File: config.mk
export PLATFORM = sky130hd
export DESIGN_NAME = led_matrix_chain_refresh_unit
export DESIGN_NICKNAME = d
export VERILOG_FILES = /design/src/rtl/core/lmcr_pkg.sv /design/src/rtl/core/lmcr_store.sv /design/src/rtl/core/lmcr_seq.sv /design/src/rtl/core/led_matrix_chain_refresh_unit.sv
export SDC_FILE = /design/constraint.sdc
export NUM_CORES = 1
export LEC_CHECK = 0
export BUFFER_PORTS_ARGS = -buffer_cell sky130_fd_sc_hd__buf_4
export CORE_MARGIN = 1
export CORE_UTILIZATION = 45
export CTS_CLUSTER_SIZE = 12
export DETAILED_ROUTE_END_ITERATION = 8
export HOLD_SLACK_MARGIN = 0.1
export PLACE_DENSITY = 0.67
export SYNTH_ARGS = -nofsm -noshare
export SYNTH_HDL_FRONTEND = slang
export SYNTH_HIERARCHICAL = 1
export SYNTH_SLANG_ARGS = --single-unit
File: constraint.sdc
create_clock -name clk -period 16 [get_ports clk]
set_input_delay 3.2 -clock clk [delete_from_list [all_inputs] [get_ports clk]]
set_output_delay 3.2 -clock clk [all_outputs]
set_load 0.01 [all_outputs]
File: src/rtl/core/lmcr_pkg.sv
// Shared types, codes and helper functions for the LED matrix chain refresh unit.
// No dependencies; used by lmcr_store, lmcr_seq and led_matrix_chain_refresh_unit.
`timescale 1ns / 1ps

package lmcr_pkg;

    // Frame store geometry: one byte per chip row, 64 bytes
    localparam int STORE_DEPTH = 64;
    localparam int ADDR_W      = 6;

    // Largest chip count the chain supports
    localparam int MAX_DEVICES_DEFAULT = 8;

    // Leftmost pixel of a byte
    localparam logic [7:0] BIT_MSB = 8'h80;

    // Input operation codes
    typedef enum logic [1:0] {
        OP_SET     = 2'd0,
        OP_REFRESH = 2'd1,
        OP_BCAST   = 2'd2,
        OP_CLEAR   = 2'd3
    } op_t;

    // Orientation codes
    localparam logic [1:0] ORIENT_NORMAL      = 2'd0;
    localparam logic [1:0] ORIENT_UPSIDE_DOWN = 2'd1;
    localparam logic [1:0] ORIENT_TURN_RIGHT  = 2'd2;
    localparam logic [1:0] ORIENT_TURN_LEFT   = 2'd3;

    // Configuration register indexes
    localparam logic [1:0] CFG_ACROSS = 2'd0;
    localparam logic [1:0] CFG_DOWN   = 2'd1;
    localparam logic [1:0] CFG_ORIENT = 2'd2;

    // Sequencer states
    typedef enum logic [1:0] {
        ST_IDLE,
        ST_SET_WR,
        ST_RUN,
        ST_DRAIN
    } seq_state_t;

    // Effective grid after clamping
    typedef struct packed {
        logic [3:0] across;
        logic [3:0] down;
        logic [3:0] count;
    } grid_t;

    // Description of one word on its way to the output
    typedef struct packed {
        logic       use_mem;
        logic       mirror;
        logic [7:0] const_byte;
        logic [3:0] opcode;
        logic       latch;
        logic       last;
    } word_meta_t;

    typedef struct packed {
        logic       valid;
        word_meta_t meta;
    } issue_t;

    typedef struct packed {
        logic              en;
        logic [ADDR_W-1:0] addr;
    } rd_req_t;

    typedef struct packed {
        logic              en;
        logic [ADDR_W-1:0] addr;
        logic [7:0]        data;
    } wr_req_t;

    // Reverse the bit order of a byte
    function automatic logic [7:0] mirror8(input logic [7:0] b);
        logic [7:0] r;
        for (int i = 0; i < 8; i++) begin
            r[7-i] = b[i];
        end
        return r;
    endfunction

    // Clamp the configured grid to the chain length
    function automatic grid_t grid_size(input logic [3:0] across_cfg,
                                        input logic [3:0] down_cfg,
                                        input logic [3:0] max_dev);
        logic [3:0] a;
        logic [3:0] d;
        logic [7:0] prod;
        logic [7:0] trial;
        grid_t      g;
        a    = (across_cfg == 4'd0) ? 4'd1 : across_cfg;
        d    = (down_cfg == 4'd0) ? 4'd1 : down_cfg;
        prod = {4'd0, a} * {4'd0, d};
        if (prod > {4'd0, max_dev}) begin
            if (a >= max_dev) begin
                a = max_dev;
                d = 4'd1;
            end
            else begin
                // largest row count that still fits the chain
                d = 4'd1;
                for (int i = 1; i <= 8; i++) begin
                    trial = 8'(i) * {4'd0, a};
                    if (trial <= {4'd0, max_dev}) begin
                        d = 4'(i);
                    end
                end
            end
        end
        prod     = {4'd0, a} * {4'd0, d};
        g.across = a;
        g.down   = d;
        g.count  = prod[3:0];
        return g;
    endfunction

endpackage

File: src/rtl/core/lmcr_store.sv
// Frame store: 64-byte synchronous memory with one registered read port.
// Per-entry valid bits give all-zero contents after reset and clear.
// Depends on lmcr_pkg.
`timescale 1ns / 1ps

module lmcr_store
(
    input  logic                     clk,
    input  logic                     rst_n,
    input  logic                     clear,
    input  lmcr_pkg::rd_req_t        rd_req,
    input  lmcr_pkg::wr_req_t        wr_req,
    output logic [7:0]               rd_data
);

    logic [7:0]                      mem [lmcr_pkg::STORE_DEPTH];
    logic [lmcr_pkg::STORE_DEPTH-1:0] valid_reg;
    logic [7:0]                      rd_data_reg;
    logic                            rd_valid_reg;

    // Write the memory array
    always_ff @(posedge clk)
    begin
        if (wr_req.en) begin
            mem[wr_req.addr] <= wr_req.data;
        end
    end

    // Read the memory array into the output register
    always_ff @(posedge clk)
    begin
        if (rd_req.en) begin
            rd_data_reg <= mem[rd_req.addr];
        end
    end

    // Track written entries; clear drops them all at once
    always_ff @(posedge clk or negedge rst_n)
    begin
        if (!rst_n) begin
            valid_reg    <= '0;
            rd_valid_reg <= 1'b0;
        end
        else begin
            if (clear) begin
                valid_reg <= '0;
            end
            else if (wr_req.en) begin
                valid_reg[wr_req.addr] <= 1'b1;
            end
            if (rd_req.en) begin
                rd_valid_reg <= valid_reg[rd_req.addr];
            end
        end
    end

    // Unwritten entries read as zero
    assign rd_data = rd_valid_reg ? rd_data_reg : 8'd0;

endmodule

File: src/rtl/core/lmcr_seq.sv
// Item sequencer: takes items, does the set-pixel read-modify-write and
// walks frames and chips for refresh, broadcast and clear. Depends on lmcr_pkg.
`timescale 1ns / 1ps

module lmcr_seq
(
    input  logic                          clk,
    input  logic                          rst_n,
    input  logic                          in_valid,
    input  logic [1:0]                    operation,
    input  logic [5:0]                    pixel_x,
    input  logic [5:0]                    pixel_y,
    input  logic                          pixel_on,
    input  logic [3:0]                    reg_opcode,
    input  logic [7:0]                    reg_value,
    input  lmcr_pkg::grid_t               grid,
    input  logic [1:0]                    orientation,
    input  logic                          adv,
    input  logic                          out_done,
    input  logic [7:0]                    rd_data,
    output logic                          busy,
    output logic                          clear,
    output lmcr_pkg::rd_req_t             rd_req,
    output lmcr_pkg::wr_req_t             wr_req,
    output lmcr_pkg::issue_t              issue
);

    lmcr_pkg::seq_state_t         state_reg;
    lmcr_pkg::seq_state_t         state_next;
    lmcr_pkg::op_t                op_reg;
    logic [3:0]                   ropc_reg;
    logic [7:0]                   rval_reg;
    logic [lmcr_pkg::ADDR_W-1:0]  pos_reg;
    logic [7:0]                   bit_reg;
    logic                         on_reg;
    logic [2:0]                   f_reg;
    logic [2:0]                   k_reg;
    logic [2:0]                   col_reg;
    logic [2:0]                   drow_reg;

    logic                         accept;
    logic                         in_range;
    logic [9:0]                   pos_full;
    logic [lmcr_pkg::ADDR_W-1:0]  pos;
    logic                         ascending;
    logic                         mirror;
    logic [2:0]                   n_last;
    logic [2:0]                   col_start;
    logic [2:0]                   drow_start;
    logic                         frame_end;
    logic                         final_word;
    logic [9:0]                   run_addr_full;
    logic [3:0]                   run_opcode;

    assign accept = in_valid && (state_reg == lmcr_pkg::ST_IDLE);

    // Pixel range check and byte address
    assign in_range = ({1'b0, pixel_x} < {grid.across[3:0], 3'b000})
                   && ({1'b0, pixel_y} < {grid.down[3:0], 3'b000});
    assign pos_full = 10'(pixel_x[5:3]) + 10'(pixel_y) * 10'(grid.across);
    assign pos      = pos_full[lmcr_pkg::ADDR_W-1:0];

    // Chip order and mirroring from the orientation
    assign ascending = (orientation == lmcr_pkg::ORIENT_UPSIDE_DOWN)
                    || (orientation == lmcr_pkg::ORIENT_TURN_LEFT);
    assign mirror    = (orientation == lmcr_pkg::ORIENT_NORMAL)
                    || (orientation == lmcr_pkg::ORIENT_TURN_LEFT);

    assign n_last     = 3'(grid.count - 4'd1);
    assign col_start  = ascending ? 3'd0 : 3'(grid.across - 4'd1);
    assign drow_start = ascending ? 3'd0 : 3'(grid.down - 4'd1);
    assign frame_end  = (k_reg == n_last);
    assign final_word = frame_end && ((op_reg == lmcr_pkg::OP_BCAST) || (f_reg == 3'd7));

    // Store address of the current chip row: rows run 7 down to 0
    assign run_addr_full = 10'({drow_reg, ~f_reg}) * 10'(grid.across) + 10'(col_reg);

    // Row opcode of the current frame
    always_comb
    begin
        case (op_reg)
            lmcr_pkg::OP_REFRESH: run_opcode = mirror ? 4'({1'b0, f_reg} + 4'd1)
                                                     : 4'(4'd8 - {1'b0, f_reg});
            lmcr_pkg::OP_BCAST:   run_opcode = ropc_reg;
            default:              run_opcode = 4'({1'b0, f_reg} + 4'd1);
        endcase
    end

    // Next state
    always_comb
    begin
        state_next = state_reg;
        case (state_reg)
            lmcr_pkg::ST_IDLE:
            begin
                if (accept) begin
                    if (operation == lmcr_pkg::OP_SET) begin
                        state_next = in_range ? lmcr_pkg::ST_SET_WR : lmcr_pkg::ST_IDLE;
                    end
                    else begin
                        state_next = lmcr_pkg::ST_RUN;
                    end
                end
            end
            lmcr_pkg::ST_SET_WR: state_next = lmcr_pkg::ST_IDLE;
            lmcr_pkg::ST_RUN:
            begin
                if (adv && final_word) begin
                    state_next = lmcr_pkg::ST_DRAIN;
                end
            end
            lmcr_pkg::ST_DRAIN:
            begin
                if (out_done) begin
                    state_next = lmcr_pkg::ST_IDLE;
                end
            end
            default: state_next = lmcr_pkg::ST_IDLE;
        endcase
    end

    // Outputs
    always_comb
    begin
        busy        = 1'b1;
        clear       = 1'b0;
        rd_req.en   = 1'b0;
        rd_req.addr = run_addr_full[lmcr_pkg::ADDR_W-1:0];
        wr_req.en   = 1'b0;
        wr_req.addr = pos_reg;
        wr_req.data = on_reg ? (rd_data | bit_reg) : (rd_data & ~bit_reg);
        issue.valid           = 1'b0;
        issue.meta.use_mem    = (op_reg == lmcr_pkg::OP_REFRESH);
        issue.meta.mirror     = mirror;
        issue.meta.const_byte = (op_reg == lmcr_pkg::OP_BCAST) ? rval_reg : 8'd0;
        issue.meta.opcode     = run_opcode;
        issue.meta.latch      = frame_end;
        issue.meta.last       = final_word;
        case (state_reg)
            lmcr_pkg::ST_IDLE:
            begin
                busy        = 1'b0;
                clear       = accept && (operation == lmcr_pkg::OP_CLEAR);
                rd_req.en   = accept && (operation == lmcr_pkg::OP_SET) && in_range;
                rd_req.addr = pos;
            end
            lmcr_pkg::ST_SET_WR:
            begin
                wr_req.en = 1'b1;
            end
            lmcr_pkg::ST_RUN:
            begin
                issue.valid = 1'b1;
                rd_req.en   = adv && (op_reg == lmcr_pkg::OP_REFRESH);
            end
            default:
            begin
                busy = 1'b1;
            end
        endcase
    end

    // Hold the item fields
    always_ff @(posedge clk)
    begin
        if (accept) begin
            ropc_reg <= reg_opcode;
            rval_reg <= reg_value;
            pos_reg  <= pos;
            bit_reg  <= lmcr_pkg::BIT_MSB >> pixel_x[2:0];
            on_reg   <= pixel_on;
        end
    end

    // State, operation and frame/chip counters
    always_ff @(posedge clk or negedge rst_n)
    begin
        if (!rst_n) begin
            state_reg <= lmcr_pkg::ST_IDLE;
            op_reg    <= lmcr_pkg::OP_SET;
            f_reg     <= 3'd0;
            k_reg     <= 3'd0;
            col_reg   <= 3'd0;
            drow_reg  <= 3'd0;
        end
        else begin
            state_reg <= state_next;
            if (accept) begin
                op_reg   <= lmcr_pkg::op_t'(operation);
                f_reg    <= 3'd0;
                k_reg    <= 3'd0;
                col_reg  <= col_start;
                drow_reg <= drow_start;
            end
            else if ((state_reg == lmcr_pkg::ST_RUN) && adv) begin
                if (frame_end) begin
                    // restart the chip walk for the next frame
                    k_reg    <= 3'd0;
                    f_reg    <= f_reg + 3'd1;
                    col_reg  <= col_start;
                    drow_reg <= drow_start;
                end
                else begin
                    k_reg <= k_reg + 3'd1;
                    if (ascending) begin
                        if ({1'b0, col_reg} == 4'(grid.across - 4'd1)) begin
                            col_reg  <= 3'd0;
                            drow_reg <= drow_reg + 3'd1;
                        end
                        else begin
                            col_reg <= col_reg + 3'd1;
                        end
                    end
                    else begin
                        if (col_reg == 3'd0) begin
                            col_reg  <= 3'(grid.across - 4'd1);
                            drow_reg <= drow_reg - 3'd1;
                        end
                        else begin
                            col_reg <= col_reg - 3'd1;
                        end
                    end
                end
            end
        end
    end

endmodule

File: src/rtl/core/led_matrix_chain_refresh_unit.sv
// Top level of the LED matrix chain refresh unit: configuration registers,
// read pipeline and output register. Depends on lmcr_pkg, lmcr_store, lmcr_seq.
`timescale 1ns / 1ps

// Usage
//   Input channel (in_valid/in_stall) takes one item at a time: set pixel,
//   refresh, broadcast register write or clear. in_stall stays high from the
//   transfer until the item's last word has left the output register.
//   Output channel (out_valid/out_stall) gives device_word, latch and last;
//   latch marks the last word of each chip-select frame, last the item's end.
//   Set pixel: a store read, then a write back; no output word.
//   Refresh, clear: 8*n words, broadcast: n words, where n is the chip count.
//   After the transfer each word passes the read stage, then the output
//   register; words follow one per cycle while the output is not stalled,
//   set by the single read port of the frame store.
//   A stall on the output freezes the read pipeline; no word is lost.
//   Reset clears the frame store at once through per-entry valid bits and sets
//   across = 1, down = 1, orientation = 1. Write configuration (cfg_write,
//   cfg_index, cfg_data) only while the block is idle.
module led_matrix_chain_refresh_unit
#(
    parameter int MAX_DEVICES = lmcr_pkg::MAX_DEVICES_DEFAULT
)
(
    input  logic        clk,
    input  logic        rst_n,
    input  logic        cfg_write,
    input  logic [1:0]  cfg_index,
    input  logic [3:0]  cfg_data,
    input  logic        in_valid,
    output logic        in_stall,
    input  logic [1:0]  operation,
    input  logic [5:0]  pixel_x,
    input  logic [5:0]  pixel_y,
    input  logic        pixel_on,
    input  logic [3:0]  reg_opcode,
    input  logic [7:0]  reg_value,
    output logic        out_valid,
    input  logic        out_stall,
    output logic [15:0] device_word,
    output logic        latch,
    output logic        last
);

    logic [3:0]           across_reg;
    logic [3:0]           down_reg;
    logic [1:0]           orient_reg;
    lmcr_pkg::grid_t      grid;

    logic                 adv;
    logic                 out_done;
    logic                 busy;
    logic                 clear;
    lmcr_pkg::rd_req_t    rd_req;
    lmcr_pkg::wr_req_t    wr_req;
    lmcr_pkg::issue_t     issue;
    logic [7:0]           rd_data;

    logic                 s1_valid_reg;
    lmcr_pkg::word_meta_t s1_meta_reg;
    logic                 out_valid_reg;
    logic [15:0]          device_word_reg;
    logic                 latch_reg;
    logic                 last_reg;
    logic [7:0]           word_byte;

    // Configuration registers
    always_ff @(posedge clk or negedge rst_n)
    begin
        if (!rst_n) begin
            across_reg <= 4'd1;
            down_reg   <= 4'd1;
            orient_reg <= lmcr_pkg::ORIENT_UPSIDE_DOWN;
        end
        else if (cfg_write) begin
            case (cfg_index)
                lmcr_pkg::CFG_ACROSS: across_reg <= cfg_data;
                lmcr_pkg::CFG_DOWN:   down_reg   <= cfg_data;
                lmcr_pkg::CFG_ORIENT: orient_reg <= cfg_data[1:0];
                default:              ;
            endcase
        end
    end

    assign grid = lmcr_pkg::grid_size(across_reg, down_reg, 4'(MAX_DEVICES));

    // Pipeline advances when the output register is free or being taken
    assign adv      = !out_valid_reg || !out_stall;
    assign out_done = out_valid_reg && !out_stall && last_reg;

    lmcr_store u_store
    (
        .clk     (clk),
        .rst_n   (rst_n),
        .clear   (clear),
        .rd_req  (rd_req),
        .wr_req  (wr_req),
        .rd_data (rd_data)
    );

    lmcr_seq u_seq
    (
        .clk         (clk),
        .rst_n       (rst_n),
        .in_valid    (in_valid),
        .operation   (operation),
        .pixel_x     (pixel_x),
        .pixel_y     (pixel_y),
        .pixel_on    (pixel_on),
        .reg_opcode  (reg_opcode),
        .reg_value   (reg_value),
        .grid        (grid),
        .orientation (orient_reg),
        .adv         (adv),
        .out_done    (out_done),
        .rd_data     (rd_data),
        .busy        (busy),
        .clear       (clear),
        .rd_req      (rd_req),
        .wr_req      (wr_req),
        .issue       (issue)
    );

    assign in_stall = busy;

    // Form the data byte from the store read or the constant
    always_comb
    begin
        if (s1_meta_reg.use_mem) begin
            word_byte = s1_meta_reg.mirror ? lmcr_pkg::mirror8(rd_data) : rd_data;
        end
        else begin
            word_byte = s1_meta_reg.const_byte;
        end
    end

    // Advance valid flags of the read stage and the output register
    always_ff @(posedge clk or negedge rst_n)
    begin
        if (!rst_n) begin
            s1_valid_reg  <= 1'b0;
            out_valid_reg <= 1'b0;
        end
        else if (adv) begin
            s1_valid_reg  <= issue.valid;
            out_valid_reg <= s1_valid_reg;
        end
    end

    // Advance payloads
    always_ff @(posedge clk)
    begin
        if (adv) begin
            s1_meta_reg <= issue.meta;
            if (s1_valid_reg) begin
                device_word_reg <= {4'd0, s1_meta_reg.opcode, word_byte};
                latch_reg       <= s1_meta_reg.latch;
                last_reg        <= s1_meta_reg.last;
            end
        end
    end

    assign out_valid   = out_valid_reg;
    assign device_word = device_word_reg;
    assign latch       = latch_reg;
    assign last        = last_reg;

`ifndef ASSERT_OFF
    // Idle only with an empty read pipeline
    a_idle_empty: assert property (@(posedge clk) disable iff (!rst_n)
        !in_stall |-> (!out_valid_reg && !s1_valid_reg))
        else $error("input taken while words are still in flight");

    // The final word of an item releases the input side
    a_last_release: assert property (@(posedge clk) disable iff (!rst_n)
        (out_valid && !out_stall && last) |=> !in_stall)
        else $error("input not released after final word");

    // The final word always closes a frame
    a_last_latch: assert property (@(posedge clk) disable iff (!rst_n)
        (out_valid && last) |-> latch)
        else $error("final word without latch");

    // No store write while a word read is in flight
    a_no_write_run: assert property (@(posedge clk) disable iff (!rst_n)
        wr_req.en |-> (!s1_valid_reg && !issue.valid))
        else $error("store write during word sequence");
`endif

endmodule
### After elaboration in Yosys (flattened, before gate mapping)

Memories as Yosys holds them, arrays and structs flattened. A register that Yosys moved wholly into a read port is not among the register bits.
Index checks and enable logic that the tools add are counted.

* register bits: 150
* latch bits: 0
* memory bits (writable): 512
* memory bits (read-only): 0
* input port bits: 38
* output and inout bits: 20
* logic and storage cells: 181
* memories kept: 1

Memory list
* u_store.mem: depth 64, width 8, rd ports 1, clocked after Yosys merged registers in 1, write ports 1, line lmcr_store.sv:16 `logic [7:0] mem [lmcr_pkg::STORE_DEPTH];`

* add/subtract/negate cells: 13
* $mul: 8
* divide/modulo/power cells: 0
* order comparisons: 14
* eq/ne operators: 17
* shifts and indexed selects: 1
* multiplexer cells: 59
* bitwise gates (word level): 5
* reductions and logical operators: 36

Operator list (count)
* 64-bit 2-to-1 mux: 2
* 64-bit bitwise OR: 1
* 3-bit 2-to-1 mux: 20
* 4-bit 2-to-1 mux: 13
* 8-bit 2-to-1 mux: 4
* 7-bit by 4-bit less-or-equal comparator with 1-bit output (second input constant): 4
* 6-bit by 7-bit < comparator with 1-bit output: 2
* 6-bit by 7-bit < comparator with 1-bit output (second input constant): 2
* 3-bit by 4-bit multiplier with 7-bit output (first input constant): 2
* 3-bit by 1-bit adder with 3-bit output (second input constant): 4
* 2-bit equality test (second input constant): 6
* 6-bit by 4-bit less-or-equal comparator with 1-bit output (second input constant): 2
* 1-bit logical AND: 12
* 2-bit by 4-bit multiplier with 6-bit output (first input constant): 2
* 6-bit by 4-bit multiplier with 6-bit output: 2
* 3-bit by 1-bit subtractor with 3-bit output (second input constant): 4
* 2-bit 2-to-1 mux: 5
* 2-bit AND reduction: 5
* 1-bit 2-to-1 mux: 9
* 8-bit AND: 1
* 2-bit by 1-bit equality test with 1-bit output (second input constant): 4
* 8-bit by 4-bit greater-than comparator with 1-bit output (second input constant): 1
* 2-bit zero test: 4
* 4-bit zero test: 2
* 32 further kinds: 40

### Longest topological paths before layout

* word-level depth: 19
* gate-level depth with buffers: 37
* depth with buffers taken out: 33

### Modules after synthesis

Netlist, hierarchy kept.

Modules (own cells, without submodules)
* lmcr_store: times used 1, cells an instance 1117, area each 22801.9 um^2, seq. area each 17241.5 um^2
* lmcr_seq: times used 1, cells an instance 358, area each 3607.2 um^2, seq. area each 1211.2 um^2
* led_matrix_chain_refresh_unit: times used 1, cells an instance 269, area each 3016.6 um^2, seq. area each 1204.9 um^2

### Worst setup path before layout

OpenSTA, ideal clock, no wires.

* path kind: register to register
* start: register across_reg[2]
* end: register u_store.rd_data_reg[4] (read register of u_store.mem), data pin
* setup time: 256 ps
* arrival time: 7970 ps
* data required time: 15744 ps
* path slack: 7774 ps
* stages on the path, launching flop included: 34
* path buffers: 5
* period minus slack after synthesis: 8226 ps
* cell sequence: dfrtp_1 > inv_1 > ha_1 > nor3b_1 > nor2_1 > nand2_1 > fa_1 > inv_1 > fa_1 > inv_1 > fa_1 > nand2b_1 > a21oi_1 > mux2i_1 > nor3_2 > buf_2 > mux2i_1 > inv_1 > clkbuf_1 > inv_1 > nor2_1 > ha_1 > ha_1 > fa_1 > inv_1 > fa_1 > xor2_1 > a21oi_1 > buf_2 > clkbuf_1 > clkbuf_1 > mux4_2 > o22ai_1 > nor2_1

RTL lines
* start: declaration: line led_matrix_chain_refresh_unit.sv:45 `logic [3:0] across_reg;`
* start signal: assignment: line led_matrix_chain_refresh_unit.sv:77 `lmcr_pkg::CFG_ACROSS: across_reg <= cfg_data;`
* end: declaration: line lmcr_store.sv:18 `logic [7:0] rd_data_reg;`

==> metrics.md <==
| Metric | Value |
|---|---|
| Vias | 15500 |
| Setup TNS Final | 0 ns |
| Pin slew with the least headroom to its limit | 1.30 ns |
| Worst EP arrival | 9.72 ns |
| Die ar. | 66200 sq um |
| Max FFs per register | 512 |
| Cts hold-fix bufs | 0 |
| Die width | 257 microns |
| Final Worst Setup Slack | 6.62 ns |
| Reg2reg setup slack | 6.62 ns |
| DR pass1 iterations | 6 |
| Max-cap viol count | 0 |
| Tmin final | 9.38 ns |
| Setup violators final | 0 |
| Max transition margin | 13.1% |
| CTS root buf | clkbuf_16 |
| CTS tree | built |
| Syn_area_per_cell | 16.9 sq um |
| Routed Antenna Nets | 0 |
| CTS resizes | 0 |
| Largest net degree at the start of global routing | 89 |
| Avg Vias per Cell | 5.76 |
| Cells after synthesis | 1735 |
| Cells on worst reg2reg path | 26 |
| CTS Sinks | 670 |
| DP HPWL | 41.2 mm |
| Hold Vio Cnt, Final | 0 |
| Worst Hold Class | reg2reg |
| DR DRC count | 0 |
| # rows | 93 |
| Worst-skew pair later-pin latency | 0.61 ns |
| DP Worst Slack | 6.59 ns |
| Post-CTS Setup Inserts | 0 |
| Status | finished, final reports clean |
| Placed Instances | 2579 |
| Routability cong. | 0.873 |
| Mapped Area | 29300 sq um |
| IO Pins | 58 |
| Hold path depth | 0 |
| Crit. End Element | flip-flop |
| H-Tree Depth | 3 |
| Worst setup SP type | flip-flop |
| Grt total ovfl | 0 |
| Routed WL per cell | 23.9 microns |
| Fmax achieved | 107 MHz |
| FILL cells | 5235 |
| First-pass GRT wire length | 98.3 mm |
| Vias in the first global route | 16000 |
| Unrepaired setup endpoints after global routing | false |
| Ys Warns | 6 |
| Initial antenna violation count | 0 |
| Total Wirelength | 64.5 mm |
| CTS clock-pin slew for the worst setup and hold paths | 0.06 ns |
| Area delta synth->final | 11.3% |
| Crit-path max FO | 88 |
| DRT iter0 DRCs | 1621 |
| Final Non-Filler Cells | 2699 |
| Antenna diodes | 0 |
| Share of layout cells above drive strength 1 | 20.5% |
| CP Class | reg2reg |
| Storage cell area | 19700 sq um |
| Required @ worst endpoint | 16.34 ns |
| Initial Util | 45.5% |
| Final period utilization | 58.6% |
| CTS buffer count | 69 |
| Pins Over Slew Limit | 0 |
| GRT Overall Usage | 19.8% |
| Fin Clk Skew | 0.0264 ns |
| PortBufs | 53 |
| Core Area | 64500 sq um |
| Layout net count | 1929 |
| Max clock buf depth | 3 |
| Multi-input gate area | 9110 sq um |
| Chip Height | 257 microns |
layer usage:
layer / GRT usage, % / part of all wire (%)
met5: 0 / 0
met2: 31.4 / 48
met3: 3.68 / 7.1
met4: 6.39 / 2.3
met1: 27.7 / 43
layout make-up:
cell class,instances,share of cell area (%)
timing repair buffer,73,1.68
clock buffer,105,5.99
clock inverter,15,0.383
sequential,670,60.2
multi-input combinational,932,27.9
inverter,49,0.563
tap,855,3.28
worst max-delay path, stage by stage (launching register included):
cell,delay (ns)
dfrtp_1,0.58
inv_1,0.22
ha_1,0.30
nor3b_1,0.19
nor2_1,0.38
nand2_1,0.13
fa_1,0.49
inv_1,0.05
fa_1,0.56
inv_1,0.07
fa_1,0.44
nand2b_1,0.16
a21oi_1,0.15
mux2i_1,0.11
nor3_2,0.62
mux2i_1,0.37
inv_1,0.24
and2_1,0.22
ha_1,0.30
ha_1,0.28
ha_1,0.32
mux2_8,0.67
buf_4,0.72
mux4_2,0.46
mux4_2,0.48
o22ai_1,0.41
nor2_1,0.10
worst paths after layout:
path,start,end
setup / recovery,across_reg[2]$_DFFE_PN0P_,u_store/rd_data_reg[3]$_DFFE_PP_
setup reg to reg,across_reg[2]$_DFFE_PN0P_,u_store/rd_data_reg[3]$_DFFE_PP_
min in group asynchronous,rst_n,down_reg[2]$_DFFE_PN0P_
max in group asynchronous,rst_n,u_store/valid_reg[62]$_DFFE_PN0P_
hold reg to reg,s1_meta_reg[1]$_DFFE_PN_,latch$_DFFE_PP_
hold / removal,s1_meta_reg[1]$_DFFE_PN_,latch$_DFFE_PP_
metrics by stage:
| step | util, % | hold WS [ns] | instance area (sq um) |
|---|---|---|---|
| final | 50.7 | 0.414 | 32700 |
| after global routing | 50.7 | 0.426 | 32700 |
| after CTS | 50.7 | 0.417 | 32700 |
| after detailed placement | 47.4 | 0.405 | 30600 |
| after global placement | 47.4 | 0.405 | 30600 |
| after floorplan | - | 0.400 | 29300 |
placed cells by master, fill, tap and decap left out, drive strengths merged, types with 13 or more instances in the layout:
master and instances:
and2 39, mux4 169, nand3 15, nor2 242, nand2 61, nand2b 17, ha 75, clkbuf 105
nor2b 13, inv 51, o22ai 15, fa 21, a21oi 34, mux2 24, xnor2 17, buf 73
dfrtp 90, edfxtp 577, o21ai 21, mux2i 36
Power is left out: the tool's default activity adds up to more than one toggle a clock period on the data nets, which glitch-free logic cannot reach.
